===== src/design/sync_word_length_deframer_unit_assert.svh =====
// ----------------------------------------------------------------------------
// sync_word_length_deframer_unit_assert.svh
// Assertion macros for the deframer RTL.
// ----------------------------------------------------------------------------
`ifndef SYNC_WORD_LENGTH_DEFRAMER_UNIT_ASSERT_SVH
`define SYNC_WORD_LENGTH_DEFRAMER_UNIT_ASSERT_SVH

// same-cycle implication, checked out of reset
`define SWDF_ASSERT_NOW(label, clk, rst, ante, cons, msg) \
   label: assert property (@(posedge clk) disable iff (rst) (ante) |-> (cons)) \
      else $error(msg);

// next-cycle implication, checked out of reset
`define SWDF_ASSERT_NEXT(label, clk, rst, ante, cons, msg) \
   label: assert property (@(posedge clk) disable iff (rst) (ante) |=> (cons)) \
      else $error(msg);

`endif


===== src/design/swdf_pkg.sv =====
// ----------------------------------------------------------------------------
// swdf_pkg
// Shared constants and types of the sync word / length deframer.
// ----------------------------------------------------------------------------
`default_nettype none

package swdf_pkg;

   // packet layout
   localparam int HEADER_BYTES  = 57;
   localparam int LENGTH_OFFSET = 53;
   localparam int LENGTH_BYTES  = 4;

   // header position counter width and its one-bit-wider compare form
   localparam int POS_W = 8;

   localparam logic [POS_W:0] LEN_LO  = (POS_W + 1)'(LENGTH_OFFSET);
   localparam logic [POS_W:0] LEN_HI  = (POS_W + 1)'(LENGTH_OFFSET + LENGTH_BYTES);
   localparam logic [POS_W:0] HDR_END = (POS_W + 1)'(HEADER_BYTES);

   // stream framing modes
   typedef enum logic [1:0] {
      MODE_HUNT   = 2'd0,
      MODE_HEADER = 2'd1,
      MODE_BODY   = 2'd2
   } mode_type;

   // what the framing core makes of the byte it is looking at
   typedef struct packed {
      logic        hit;   // start word found, four-byte burst follows
      logic        pass;  // byte passes through as one result
      logic        last;  // byte ends the packet
      logic [7:0]  data;  // the byte itself
      logic [31:0] word;  // window contents on a hit
   } core_rsp_type;

endpackage

`default_nettype wire


===== src/design/swdf_core.sv =====
// ----------------------------------------------------------------------------
// swdf_core
// Framing state: sync hunt window, header position, body length and body
// count. Evaluates the current byte combinationally, updates on go.
// ----------------------------------------------------------------------------
`default_nettype none

module swdf_core (
   input  wire logic                  clock,
   input  wire logic                  reset,
   input  wire logic                  go,
   input  wire logic [7:0]            in_byte,
   input  wire logic [31:0]           start_word,
   output swdf_pkg::core_rsp_type     rsp
);

   import swdf_pkg::*;

   mode_type               mode_ff, mode_in;
   logic [31:0]            window_ff, window_in;
   logic [2:0]             fill_ff, fill_in;
   logic [POS_W-1:0]       header_pos_ff, header_pos_in;
   logic [31:0]            body_length_ff, body_length_in;
   logic [31:0]            body_remaining_ff, body_remaining_in;

   logic [31:0]            window_shift;
   logic                   match;
   logic [POS_W:0]         pos_ext;
   logic [POS_W:0]         pos_next;
   logic                   in_len;
   logic [31:0]            blen_shift;
   logic                   hdr_done;
   logic [31:0]            rem_dec;
   logic                   body_done;

   // per-byte evaluation
   always_comb begin
      window_shift = {window_ff[23:0], in_byte};
      match        = (fill_ff >= 3'd3) && (window_shift == start_word);
      pos_ext      = {1'b0, header_pos_ff};
      pos_next     = pos_ext + (POS_W + 1)'(1);
      in_len       = (pos_ext >= LEN_LO) && (pos_ext < LEN_HI);
      blen_shift   = in_len ? {body_length_ff[23:0], in_byte} : body_length_ff;
      hdr_done     = (pos_next >= HDR_END);
      rem_dec      = body_remaining_ff - 32'd1;
      body_done    = (rem_dec == 32'd0);
   end

   // next mode
   always_comb begin
      mode_in = mode_ff;
      unique case (mode_ff)
         MODE_HEADER: begin
            if (hdr_done) begin
               mode_in = (blen_shift == 32'd0) ? MODE_HUNT : MODE_BODY;
            end
         end
         MODE_BODY: begin
            if (body_done) begin
               mode_in = MODE_HUNT;
            end
         end
         default: begin
            if (match) begin
               mode_in = MODE_HEADER;
            end
         end
      endcase
   end

   // result and datapath updates
   always_comb begin
      rsp.hit           = 1'b0;
      rsp.pass          = 1'b0;
      rsp.last          = 1'b0;
      rsp.data          = in_byte;
      rsp.word          = window_shift;
      window_in         = window_ff;
      fill_in           = fill_ff;
      header_pos_in     = header_pos_ff;
      body_length_in    = body_length_ff;
      body_remaining_in = body_remaining_ff;
      unique case (mode_ff)
         MODE_HEADER: begin
            rsp.pass       = 1'b1;
            header_pos_in  = pos_next[POS_W-1:0];
            body_length_in = blen_shift;
            if (hdr_done) begin
               body_remaining_in = blen_shift;
               rsp.last          = (blen_shift == 32'd0);
            end
         end
         MODE_BODY: begin
            rsp.pass          = 1'b1;
            rsp.last          = body_done;
            body_remaining_in = rem_dec;
         end
         default: begin
            if (match) begin
               rsp.hit           = 1'b1;
               header_pos_in     = POS_W'(LENGTH_BYTES);
               body_length_in    = 32'd0;
               body_remaining_in = 32'd0;
               window_in         = 32'd0;
               fill_in           = 3'd0;
            end else begin
               window_in = window_shift;
               fill_in   = (fill_ff >= 3'd4) ? 3'd4 : fill_ff + 3'd1;
            end
         end
      endcase
   end

   // state registers
   always_ff @(posedge clock) begin
      if (reset) begin
         mode_ff           <= MODE_HUNT;
         window_ff         <= '0;
         fill_ff           <= '0;
         header_pos_ff     <= '0;
         body_length_ff    <= '0;
         body_remaining_ff <= '0;
      end else if (go) begin
         mode_ff           <= mode_in;
         window_ff         <= window_in;
         fill_ff           <= fill_in;
         header_pos_ff     <= header_pos_in;
         body_length_ff    <= body_length_in;
         body_remaining_ff <= body_remaining_in;
      end
   end

endmodule

`default_nettype wire


===== src/design/sync_word_length_deframer_unit.sv =====
// ----------------------------------------------------------------------------
// sync_word_length_deframer_unit
// Sync word hunt and length-prefixed packet recovery on a byte stream.
// ----------------------------------------------------------------------------
// Bytes enter one per cycle, unless req_stall holds them, via an input
// register; results leave from the output register. Header and body bytes flow
// at one byte per cycle while rsp_stall is low. A start-word match releases
// the four window bytes as four results from the output stage; until they
// are out, a queued byte that yields output waits; hunt bytes that miss keep
// flowing. No clearing pass follows reset. Write csr only while idle.
`default_nettype none

module sync_word_length_deframer_unit (
   input  wire logic        clock,
   input  wire logic        reset,
   input  wire logic        req_valid,
   output      logic        req_stall,
   input  wire logic [7:0]  req_in_byte,
   output      logic        rsp_valid,
   input  wire logic        rsp_stall,
   output      logic [7:0]  rsp_out_byte,
   output      logic        rsp_pkt_first,
   output      logic        rsp_pkt_last,
   output      logic        rsp_run_last,
   input  wire logic        csr_wr_en,
   input  wire logic [31:0] csr_wr_data
);

   import swdf_pkg::*;

   `include "sync_word_length_deframer_unit_assert.svh"

   logic [31:0]   start_word_ff;
   logic          in_valid_ff, in_valid_in;
   logic [7:0]    in_byte_ff;
   logic          rsp_valid_ff, rsp_valid_in;
   logic [7:0]    rsp_byte_ff, rsp_byte_in;
   logic          rsp_first_ff, rsp_first_in;
   logic          rsp_last_ff, rsp_last_in;
   logic          rsp_run_ff, rsp_run_in;
   logic [23:0]   burst_ff, burst_in;
   logic [1:0]    burst_cnt_ff, burst_cnt_in;

   core_rsp_type  core_rsp;
   logic          out_take;
   logic          out_free;
   logic          needs_out;
   logic          proc_go;
   logic          req_take;

   // framing core
   swdf_core u_core (
      .clock      (clock),
      .reset      (reset),
      .go         (proc_go),
      .in_byte    (in_byte_ff),
      .start_word (start_word_ff),
      .rsp        (core_rsp)
   );

   // handshake decisions
   always_comb begin
      out_take  = !rsp_valid_ff || !rsp_stall;
      out_free  = out_take && (burst_cnt_ff == 2'd0);
      needs_out = core_rsp.hit || core_rsp.pass;
      proc_go   = in_valid_ff && (out_free || !needs_out);
      req_stall = in_valid_ff && !proc_go;
      req_take  = req_valid && !req_stall;
   end

   // input register next state
   always_comb begin
      in_valid_in = in_valid_ff;
      if (req_take) begin
         in_valid_in = 1'b1;
      end else if (proc_go) begin
         in_valid_in = 1'b0;
      end
   end

   // output register and burst next state
   always_comb begin
      rsp_valid_in = rsp_valid_ff;
      rsp_byte_in  = rsp_byte_ff;
      rsp_first_in = rsp_first_ff;
      rsp_last_in  = rsp_last_ff;
      rsp_run_in   = rsp_run_ff;
      burst_in     = burst_ff;
      burst_cnt_in = burst_cnt_ff;
      if ((burst_cnt_ff != 2'd0) && out_take) begin
         rsp_valid_in = 1'b1;
         rsp_byte_in  = burst_ff[23:16];
         rsp_first_in = 1'b0;
         rsp_last_in  = 1'b0;
         rsp_run_in   = (burst_cnt_ff == 2'd1);
         burst_in     = {burst_ff[15:0], 8'd0};
         burst_cnt_in = burst_cnt_ff - 2'd1;
      end else if (proc_go && core_rsp.hit) begin
         rsp_valid_in = 1'b1;
         rsp_byte_in  = core_rsp.word[31:24];
         rsp_first_in = 1'b1;
         rsp_last_in  = 1'b0;
         rsp_run_in   = 1'b0;
         burst_in     = core_rsp.word[23:0];
         burst_cnt_in = 2'd3;
      end else if (proc_go && core_rsp.pass) begin
         rsp_valid_in = 1'b1;
         rsp_byte_in  = core_rsp.data;
         rsp_first_in = 1'b0;
         rsp_last_in  = core_rsp.last;
         rsp_run_in   = 1'b1;
      end else if (out_take) begin
         rsp_valid_in = 1'b0;
      end
   end

   // control registers
   always_ff @(posedge clock) begin
      if (reset) begin
         start_word_ff <= '0;
         in_valid_ff   <= 1'b0;
         rsp_valid_ff  <= 1'b0;
         burst_cnt_ff  <= '0;
      end else begin
         if (csr_wr_en) begin
            start_word_ff <= csr_wr_data;
         end
         in_valid_ff  <= in_valid_in;
         rsp_valid_ff <= rsp_valid_in;
         burst_cnt_ff <= burst_cnt_in;
      end
   end

   // payload registers
   always_ff @(posedge clock) begin
      if (req_take) begin
         in_byte_ff <= req_in_byte;
      end
      rsp_byte_ff  <= rsp_byte_in;
      rsp_first_ff <= rsp_first_in;
      rsp_last_ff  <= rsp_last_in;
      rsp_run_ff   <= rsp_run_in;
      burst_ff     <= burst_in;
   end

   assign rsp_valid     = rsp_valid_ff;
   assign rsp_out_byte  = rsp_byte_ff;
   assign rsp_pkt_first = rsp_first_ff;
   assign rsp_pkt_last  = rsp_last_ff;
   assign rsp_run_last  = rsp_run_ff;

   // checks
   `SWDF_ASSERT_NOW(a_burst_has_out, clock, reset, burst_cnt_ff != 2'd0, rsp_valid_ff, "burst pending without valid output")
   `SWDF_ASSERT_NOW(a_no_overlap, clock, reset, proc_go && needs_out, burst_cnt_ff == 2'd0, "new output while burst pending")
   `SWDF_ASSERT_NEXT(a_hit_loads, clock, reset, proc_go && core_rsp.hit, rsp_pkt_first && (burst_cnt_ff == 2'd3), "match did not start burst")

endmodule

`default_nettype wire

===== config.mk =====
export PLATFORM = sky130hd
export DESIGN_NAME = sync_word_length_deframer_unit
export DESIGN_NICKNAME = d
export VERILOG_FILES = /design/src/design/swdf_pkg.sv /design/src/design/swdf_core.sv /design/src/design/sync_word_length_deframer_unit.sv
export VERILOG_INCLUDE_DIRS = /design/src /design/src/design
export SDC_FILE = /design/constraint.sdc
export NUM_CORES = 1
export LEC_CHECK = 0
export BUFFER_PORTS_ARGS = -buffer_cell sky130_fd_sc_hd__buf_4
export CORE_UTILIZATION = 55
export CTS_CLUSTER_SIZE = 25
export DETAILED_ROUTE_END_ITERATION = 10
export HOLD_SLACK_MARGIN = 0.05
export PLACE_DENSITY = 0.77
export SYNTH_ARGS = -nofsm -noshare
export SYNTH_HDL_FRONTEND = slang
export SYNTH_HIERARCHICAL = 1
export SYNTH_SLANG_ARGS = --single-unit
export TNS_END_PERCENT = 20

===== constraint.sdc =====
create_clock -name clock -period 10.7 [get_ports clock]
set_input_delay 3.21 -clock clock [delete_from_list [all_inputs] [get_ports clock]]
set_output_delay 3.21 -clock clock [all_outputs]
set_load 0.01 [all_outputs]

==> results of run 1 <==
## layout make-up
type / count / area (µm²)
Tap cell: 220 / 275
Inverter: 21 / 78.8
Timing Repair Buffer: 68 / 510
Multi-Input combinational cell: 789 / 5080
Clock buffer: 20 / 437
Sequential cell: 180 / 3930
Clock inverter: 12 / 92.6
Fill cell: 1457 / 6410
## metrics by stage
step / power, W / setup slack [ns] / hold WS, ns / instances
5_1_grt: 0.00170 / 3.23 / 0.491 / 1310
4_1_cts: 0.00164 / 3.27 / 0.468 / 1310
3_3_place_gp: 0.00106 / 3.28 / 0.454 / 1278
6_report: 0.00163 / 3.28 / 0.467 / 1310
2_1_floorplan: 0.000990 / 3.85 / 0.440 / 1088
3_5_place_dp: 0.00107 / 3.27 / 0.458 / 1278
## worst paths after layout
| path | start | slack [ns] | depth (start not counted) | to |
|---|---|---|---|---|
| min | u_core/body_remaining_ff[28] | 0.47 | 2 | u_core/body_remaining_ff[28] |
| min reg2reg | u_core/body_remaining_ff[28] | 0.47 | 2 | u_core/body_remaining_ff[28] |
| max reg2reg | u_core/mode_ff[0] | 6.36 | 11 | u_core/mode_ff[1] |
| max | rsp_stall | 3.28 | 4 | req_stall |
## critical path, cell delays in order
cell and delay, ns:
buf_4 0.13, a21boi_2 0.53, nor3_1 0.15, buf_4 0.18
## Yosys cell counts, types with 4 or more instances
cell / instances / area [µm²]
dfxtp_1: 147 / 2940
nor2_1: 103 / 387
a21oi_1: 99 / 495
nand2_1: 78 / 293
clkbuf_1: 61 / 229
mux2i_1: 43 / 430
a22oi_1: 39 / 293
nand3_1: 37 / 185
nor3_1: 35 / 175
or3_1: 34 / 213
xnor2_1: 34 / 298
edfxtp_1: 33 / 991
nor4_1: 28 / 175
o21ai_0: 26 / 130
nand4_1: 24 / 150
mux2_2: 20 / 225
buf_4: 19 / 143
inv_1: 18 / 67.6
a22o_1: 16 / 140
and2_1: 12 / 75.1
o31ai_1: 12 / 90.1
or4_1: 11 / 82.6
ha_1: 10 / 125
xor2_1: 9 / 78.8
a221o_1: 8 / 80.1
nand3b_1: 8 / 60.1
buf_2: 7 / 35.0
a31oi_1: 6 / 37.5
buf_6: 6 / 67.6
nand2b_1: 6 / 37.5
nand4b_1: 6 / 52.6
a32oi_1: 5 / 43.8
buf_1: 5 / 18.8
nor2b_1: 5 / 31.3
o22ai_1: 5 / 31.3
a211o_1: 4 / 35.0
nor4b_1: 4 / 35.0
## registers in the layout, indices dropped and copies added (netlist names), 3 cells and up
signal	count
u_core/body_remaining_ff	32
in_byte_ff	8
u_core/header_pos_ff	8
u_core/fill_ff	3
u_core/window_ff	24
burst_ff	24
start_word_ff	32
u_core/body_length_ff	32
rsp_out_byte	8
## placed cells by master, fill, tap and decap left out, types with 6 or more instances in the layout
master     count
dfxtp_1      147
nor2_1       103
a21oi_1       99
nand2_1       78
buf_4         68
mux2i_1       43
a22oi_1       39
nand3_1       37
nor3_1        35
or3_1         34
xnor2_1       34
edfxtp_1      33
nor4_1        28
o21ai_0       26
nand4_1       24
mux2_2        20
inv_1         18
clkbuf_16     17
a22o_1        16
and2_1        12
o31ai_1       12
or4_1         11
ha_1          10
xor2_1         9
a221o_1        8
nand3b_1       8
a31oi_1        6
nand4b_1       6
nand2b_1       6
## logic make-up after synthesis
logic type | synth area share
simple gates | 0.230
compound gates | 0.179
flops | 0.410
buf+inv | 0.0597
mux | 0.0684
xor+xnor | 0.0393
fa+ha+maj | 0.0131
## where the power goes
group	switching (W)	internal, W
Sequential	0.0000322	0.000775
Combinational	0.000148	0.0000980
Clock	0.000275	0.000302
## metal layers
| metal | part of all wire | vias up | GRT usage |
|---|---|---|---|
| met5 | 0 | - | 0 |
| met4 | 0.041 | 0 | 0.155 |
| met3 | 0.062 | 70 | 0.0537 |
| met2 | 0.48 | 351 | 0.470 |
| met1 | 0.41 | 4001 | 0.354 |
| li1 | - | 4005 | - |
==> impl_metrics.yaml, run 1 <==
status:
  status: "finished, final reports clean"
finish:
  drive_above_1_share: 0.128
  syn_to_final_growth_pct: 8.58
  fin_util: 0.619
  num_antenna_cells: 0
  fin_area_mm2: 0.0104
  fin_nets: 1132
die:
  design.die.area_mm2: 0.0180
  dieWidth_um: 134
  core_mm2: 0.0168
  start_util: 0.570
  chipHeight_um: 134
  io_pins: 58
  std_cell_rows: 47
synth:
  ys_seq_area_frac: 0.410
  ys_async_sr_fraction: 0
  syn_nets: 1143
  synth_flop_cell: "dfxtp_1"
  synth_edf_count: 33
  ys_ff_latch: 180
  netlist_area_mm2: 0.00959
  yosysWarnings: 6
  syn_avg_cell_area_um2: 8.81
  syn_inst: 1088
  synth_cell_types: 78
critical_path:
  arrival_ns: 4.21
  cp-start-kind: "primary input"
  end_kind: "output pin"
  crit_fanout: 14
  critical_path_required_ns: 7.49
  path_class: "in -> out"
cts:
  clk_pin_slew_worst_paths_ns: 0.06
  cts_tree: "done"
  clkLatencyLatePin_ns: 0.44
  postCtsSetupRepairBufs: 0
  cts_resized: 0
  cts_max_level: 4
  cts_root_buf: "clkbuf_16"
  clk_path_buf_depth: 2
  numCtsBuffers: 17
  cts_hold_buf: 0
  clock_sinks: 180
sta:
  fin_crit_sh: 0.694
  rsz0062_at_grt: "no"
  fin_crit_ns: 7.42
  finalHoldViolCount: 0
  fin_skew_ns: 0.00886
  finalSetupTns_ns: 0
  setup-violations-final: 0
  clock.fmax_mhz: 135
  max-slew-margin-rel: 0.227
  drv_slew: 0
  worstMarginPinSlew_ns: 1.16
grt:
  grt_pass1_vias: 7726
  overflow: 0
  grtUsageTotal: 0.286
  grt_max_degree: 93
  grt_pass1_wl_mm: 40.1
  antenna_found_initial: 0
detailed_routing:
  drt_first_pass_iters: 5
  drt_wl_total_mm: 25.3
  via_count: 8427
  viasPerCell: 6.43
  wire_per_inst_um: 19.3
  drtIter0Drc: 871
  drcViolationCount: 0
  ant_nets: 0
worst_hold_path:
  hold_class: "reg -> reg"
placed_design:
  dp_hpwl_mm: 16.8
  gp_congestion: 0.961
  post_dp_cell_area_mm2: 0.00988
  numPortBuffers: 57
pwr:
  vdd_ir_drop_max_uv: 134
  power_leakage_nw: 3.73
  pwr_density_cell_mw_per_mm2: 157
job:
  max-cap-violations: 0
No activity file was read; power rests on OpenSTA's default activity.
==> run 2: changes to the inputs <==
--- a/config.mk
+++ b/config.mk
@@ -6,6 +6,7 @@
 export SDC_FILE = /design/constraint.sdc
 export NUM_CORES = 1
 export LEC_CHECK = 0
+export ABC_AREA = 1
 export BUFFER_PORTS_ARGS = -buffer_cell sky130_fd_sc_hd__buf_4
 export CORE_UTILIZATION = 55
 export CTS_CLUSTER_SIZE = 25
==> constraint.sdc (replaced) <==
create_clock -name clock -period 7.36 [get_ports clock]
set_input_delay 2.208 -clock clock [delete_from_list [all_inputs] [get_ports clock]]
set_output_delay 2.208 -clock clock [all_outputs]
set_load 0.01 [all_outputs]
==> run 2 against run 1 <==
Effect of this change:
- sequential power is 46% higher
- clock skew down 0.0013 ns
- first-iteration DRC count rose by 7.3%
- sequential cell count did not move
- clock-buffer cell count up 2
- utilization down 0.66 points
==> impl_metrics.yaml, run 2 <==
synth:
  ys_seq_area_frac: 0.387
  ys_ff_latch: 180
  syn_nets: 1596
  netlist_area_mm2: 0.0102
  synthTopCellsByCount: "340 x nand2_1, 280 x nor2_1, 170 x inv_1"
  synth_largest_area_cell: "dfxtp_1"
  ys_async_sr_fraction: 0
  synth_area_leaders: "dfxtp_1 29%, nand2_1 13%, nor2_1 10%, edfxtp_1 9.7%, o21ai_0 6.7%"
  synth_top_area_frac: 0.289
  syn_avg_cell_area_um2: 6.60
  yosysWarnings: 6
  synth_flop_cell: "dfxtp_1"
  synth_edf_count: 33
  syn_inst: 1541
  yosysMostFrequentCell: "nand2_1"
  synth_cell_types: 42
sta:
  finalHoldViolCount: 0
  fin_skew_ns: 0.00761
  finalSetupTns_ns: 0
  drv_slew: 0
  fin_crit_ns: 5.30
  rsz0062_at_grt: "no"
  worstMarginPinSlew_ns: 1.06
  setup-violations-final: 0
  clock.fmax_mhz: 189
  max-slew-margin-rel: 0.295
  fin_crit_sh: 0.720
grt:
  grtUsageTotal: 0.274
  grt_max_degree: 56
  grt_pass1_wl_mm: 42.5
  antenna_found_initial: 0
  overflow: 0
  grt_pass1_vias: 8373
detailed_routing:
  drcViolationCount: 0
  ant_nets: 0
  wire_per_inst_um: 14.7
  drt_first_pass_iters: 6
  drt_wl_total_mm: 26.2
  via_count: 9774
  viasPerCell: 5.49
  drtIter0Drc: 935
critical_path:
  crit_end: "req_stall"
  worstPathCellList: "inv_1, ha_1, inv_1, nor3_2, buf_4, inv_2, nand2_4, nand3_1, inv_1, buf_4"
  cpMaxStageDelayCell: "ha_1"
  arrival_ns: 3.09
  path_class: "reg -> out"
  end_kind: "output pin"
  critPathMostFrequentCell: "inv_1"
  r2r-start: "u_core/mode_ff[0]"
  cp.buffers_inverters: 6
  cp-start-kind: "flop"
  cpLargestDelayFamily: "buffers and inverters"
  critical_path_required_ns: 5.15
  crit_fanout: 29
  rrSetupSlack_ns: 2.75
  rr_endpoint: "u_core/window_ff[21]"
  crit_start: "u_core/mode_ff[0]"
  cp.depth: 10
  slowest_delay_ns: 0.57
  ff2ff_path_depth: 12
placed_design:
  post_dp_cell_area_mm2: 0.0105
  numPortBuffers: 57
  gp_congestion: 0.942
  dp_hpwl_mm: 18.6
cts:
  cts_root_buf: "clkbuf_16"
  cts_resized: 0
  cts_max_level: 4
  numCtsBuffers: 17
  clk_pin_slew_worst_paths_ns: 0.07
  postCtsSetupRepairBufs: 0
  cts_hold_buf: 0
  clkLatencyLatePin_ns: 0.43
  clk_path_buf_depth: 2
  cts_tree: "done"
  clock_sinks: 180
finish:
  layout_common_cells: "340 x nand2_1, 280 x nor2_1, 170 x inv_1, 147 x dfxtp_1, 137 x o21ai_0"
  num_antenna_cells: 0
  drive_above_1_share: 0.0781
  top_regs: "start_word_ff (32), u_core/body_length_ff (32), u_core/body_remaining_ff (32)"
  syn_to_final_growth_pct: 8.43
  fin_area_mm2: 0.0110
  final_common_cell: "nand2_1"
  fin_nets: 1592
die:
  std_cell_rows: 49
  dieWidth_um: 138
  core_mm2: 0.0180
  chipHeight_um: 138
  start_util: 0.565
  io_pins: 58
  design.die.area_mm2: 0.0190
pwr:
  vdd_ir_drop_max_uv: 177
  pwr_density_cell_mw_per_mm2: 219
  power_leakage_nw: 4.94
worst_hold_path:
  worstHoldPathCells: 2
  hold_class: "reg -> reg"
job:
  max-cap-violations: 0
status:
  status: "finished, final reports clean"
-- run 2: cell types whose count changed after synthesis, moves of 25 or more --
cell,delta
a22oi_1,-39
clkbuf_1,-25
inv_1,+152
mux2i_1,-43
nand2_1,+262
nand3_1,+61
nor2_1,+177
nor4_1,-25
o21ai_0,+111
o21ai_1,+31
or3_1,-34
-- run 2: cell families after synthesis --
| family | share of synthesized area |
|---|---|
| and+or+nand+nor | 0.328 |
| DFF | 0.387 |
| AOI/OAI and AO/OA | 0.139 |
| adders and majority gates | 0.0123 |
| buffers and inverters | 0.111 |
| xor gates and xnor gates | 0.0224 |
-- run 2: area by class of cell --
class                           count  area (µm²)
Fill cell                        1746        6990
Tap cell                          229         287
Clock inverter                     10         125
Inverter                          174         653
Clock buffer                       22         454
Timing Repair Buffer               62         465
Multi-Input combinational cell   1102        5120
Sequential cell                   180        3930
-- run 2: worst min-delay path, stage by stage (launching register included) --
cell	delay, ns
dfxtp_1	0.30
inv_1	0.06
a21oi_1	0.05
-- run 2: where the power goes --
part	switching (W)	internal (W)	leakage, nW
combinational	0.000210	0.000115	3.14
clock	0.000396	0.000514	0.281
sequential	0.0000453	0.00113	1.52
total	0.000652	0.00176	4.94
-- run 2: stage by stage --
step / hold WS, ns / utilization / total power (W) / worst slack [ns] / std cells
floorplan: 0.429 / - / 0.00141 / 2.52 / 1541
CTS: 0.459 / 0.612 / 0.00242 / 2.09 / 1779
global placement: 0.443 / 0.580 / 0.00152 / 2.17 / 1747
detailed placement: 0.449 / 0.580 / 0.00152 / 2.17 / 1747
global route: 0.485 / 0.612 / 0.00251 / 1.84 / 1779
finish: 0.454 / 0.612 / 0.00241 / 2.06 / 1779
-- run 2: worst min path at each step --
stage,end,slack (ns),start
2_1_floorplan,u_core/body_length_ff[31],0.43,u_core/body_length_ff[31]
3_3_place_gp,u_core/body_length_ff[31],0.44,u_core/body_length_ff[31]
4_1_cts,u_core/body_length_ff[29],0.46,u_core/body_length_ff[29]
5_1_grt,u_core/body_length_ff[26],0.49,u_core/body_length_ff[26]
3_5_place_dp,u_core/body_length_ff[29],0.45,u_core/body_length_ff[29]
6_report,u_core/body_length_ff[29],0.45,u_core/body_length_ff[29]
-- run 2: per-layer routing --
layer / share of wire / GRT usage / vias up
met2: 0.42 / 0.391 / 426
met5: 0 / 0 / -
met1: 0.48 / 0.430 / 4411
met3: 0.082 / 0.0339 / 27
li1: - / - / 4910
met4: 0.012 / 0.0746 / 0
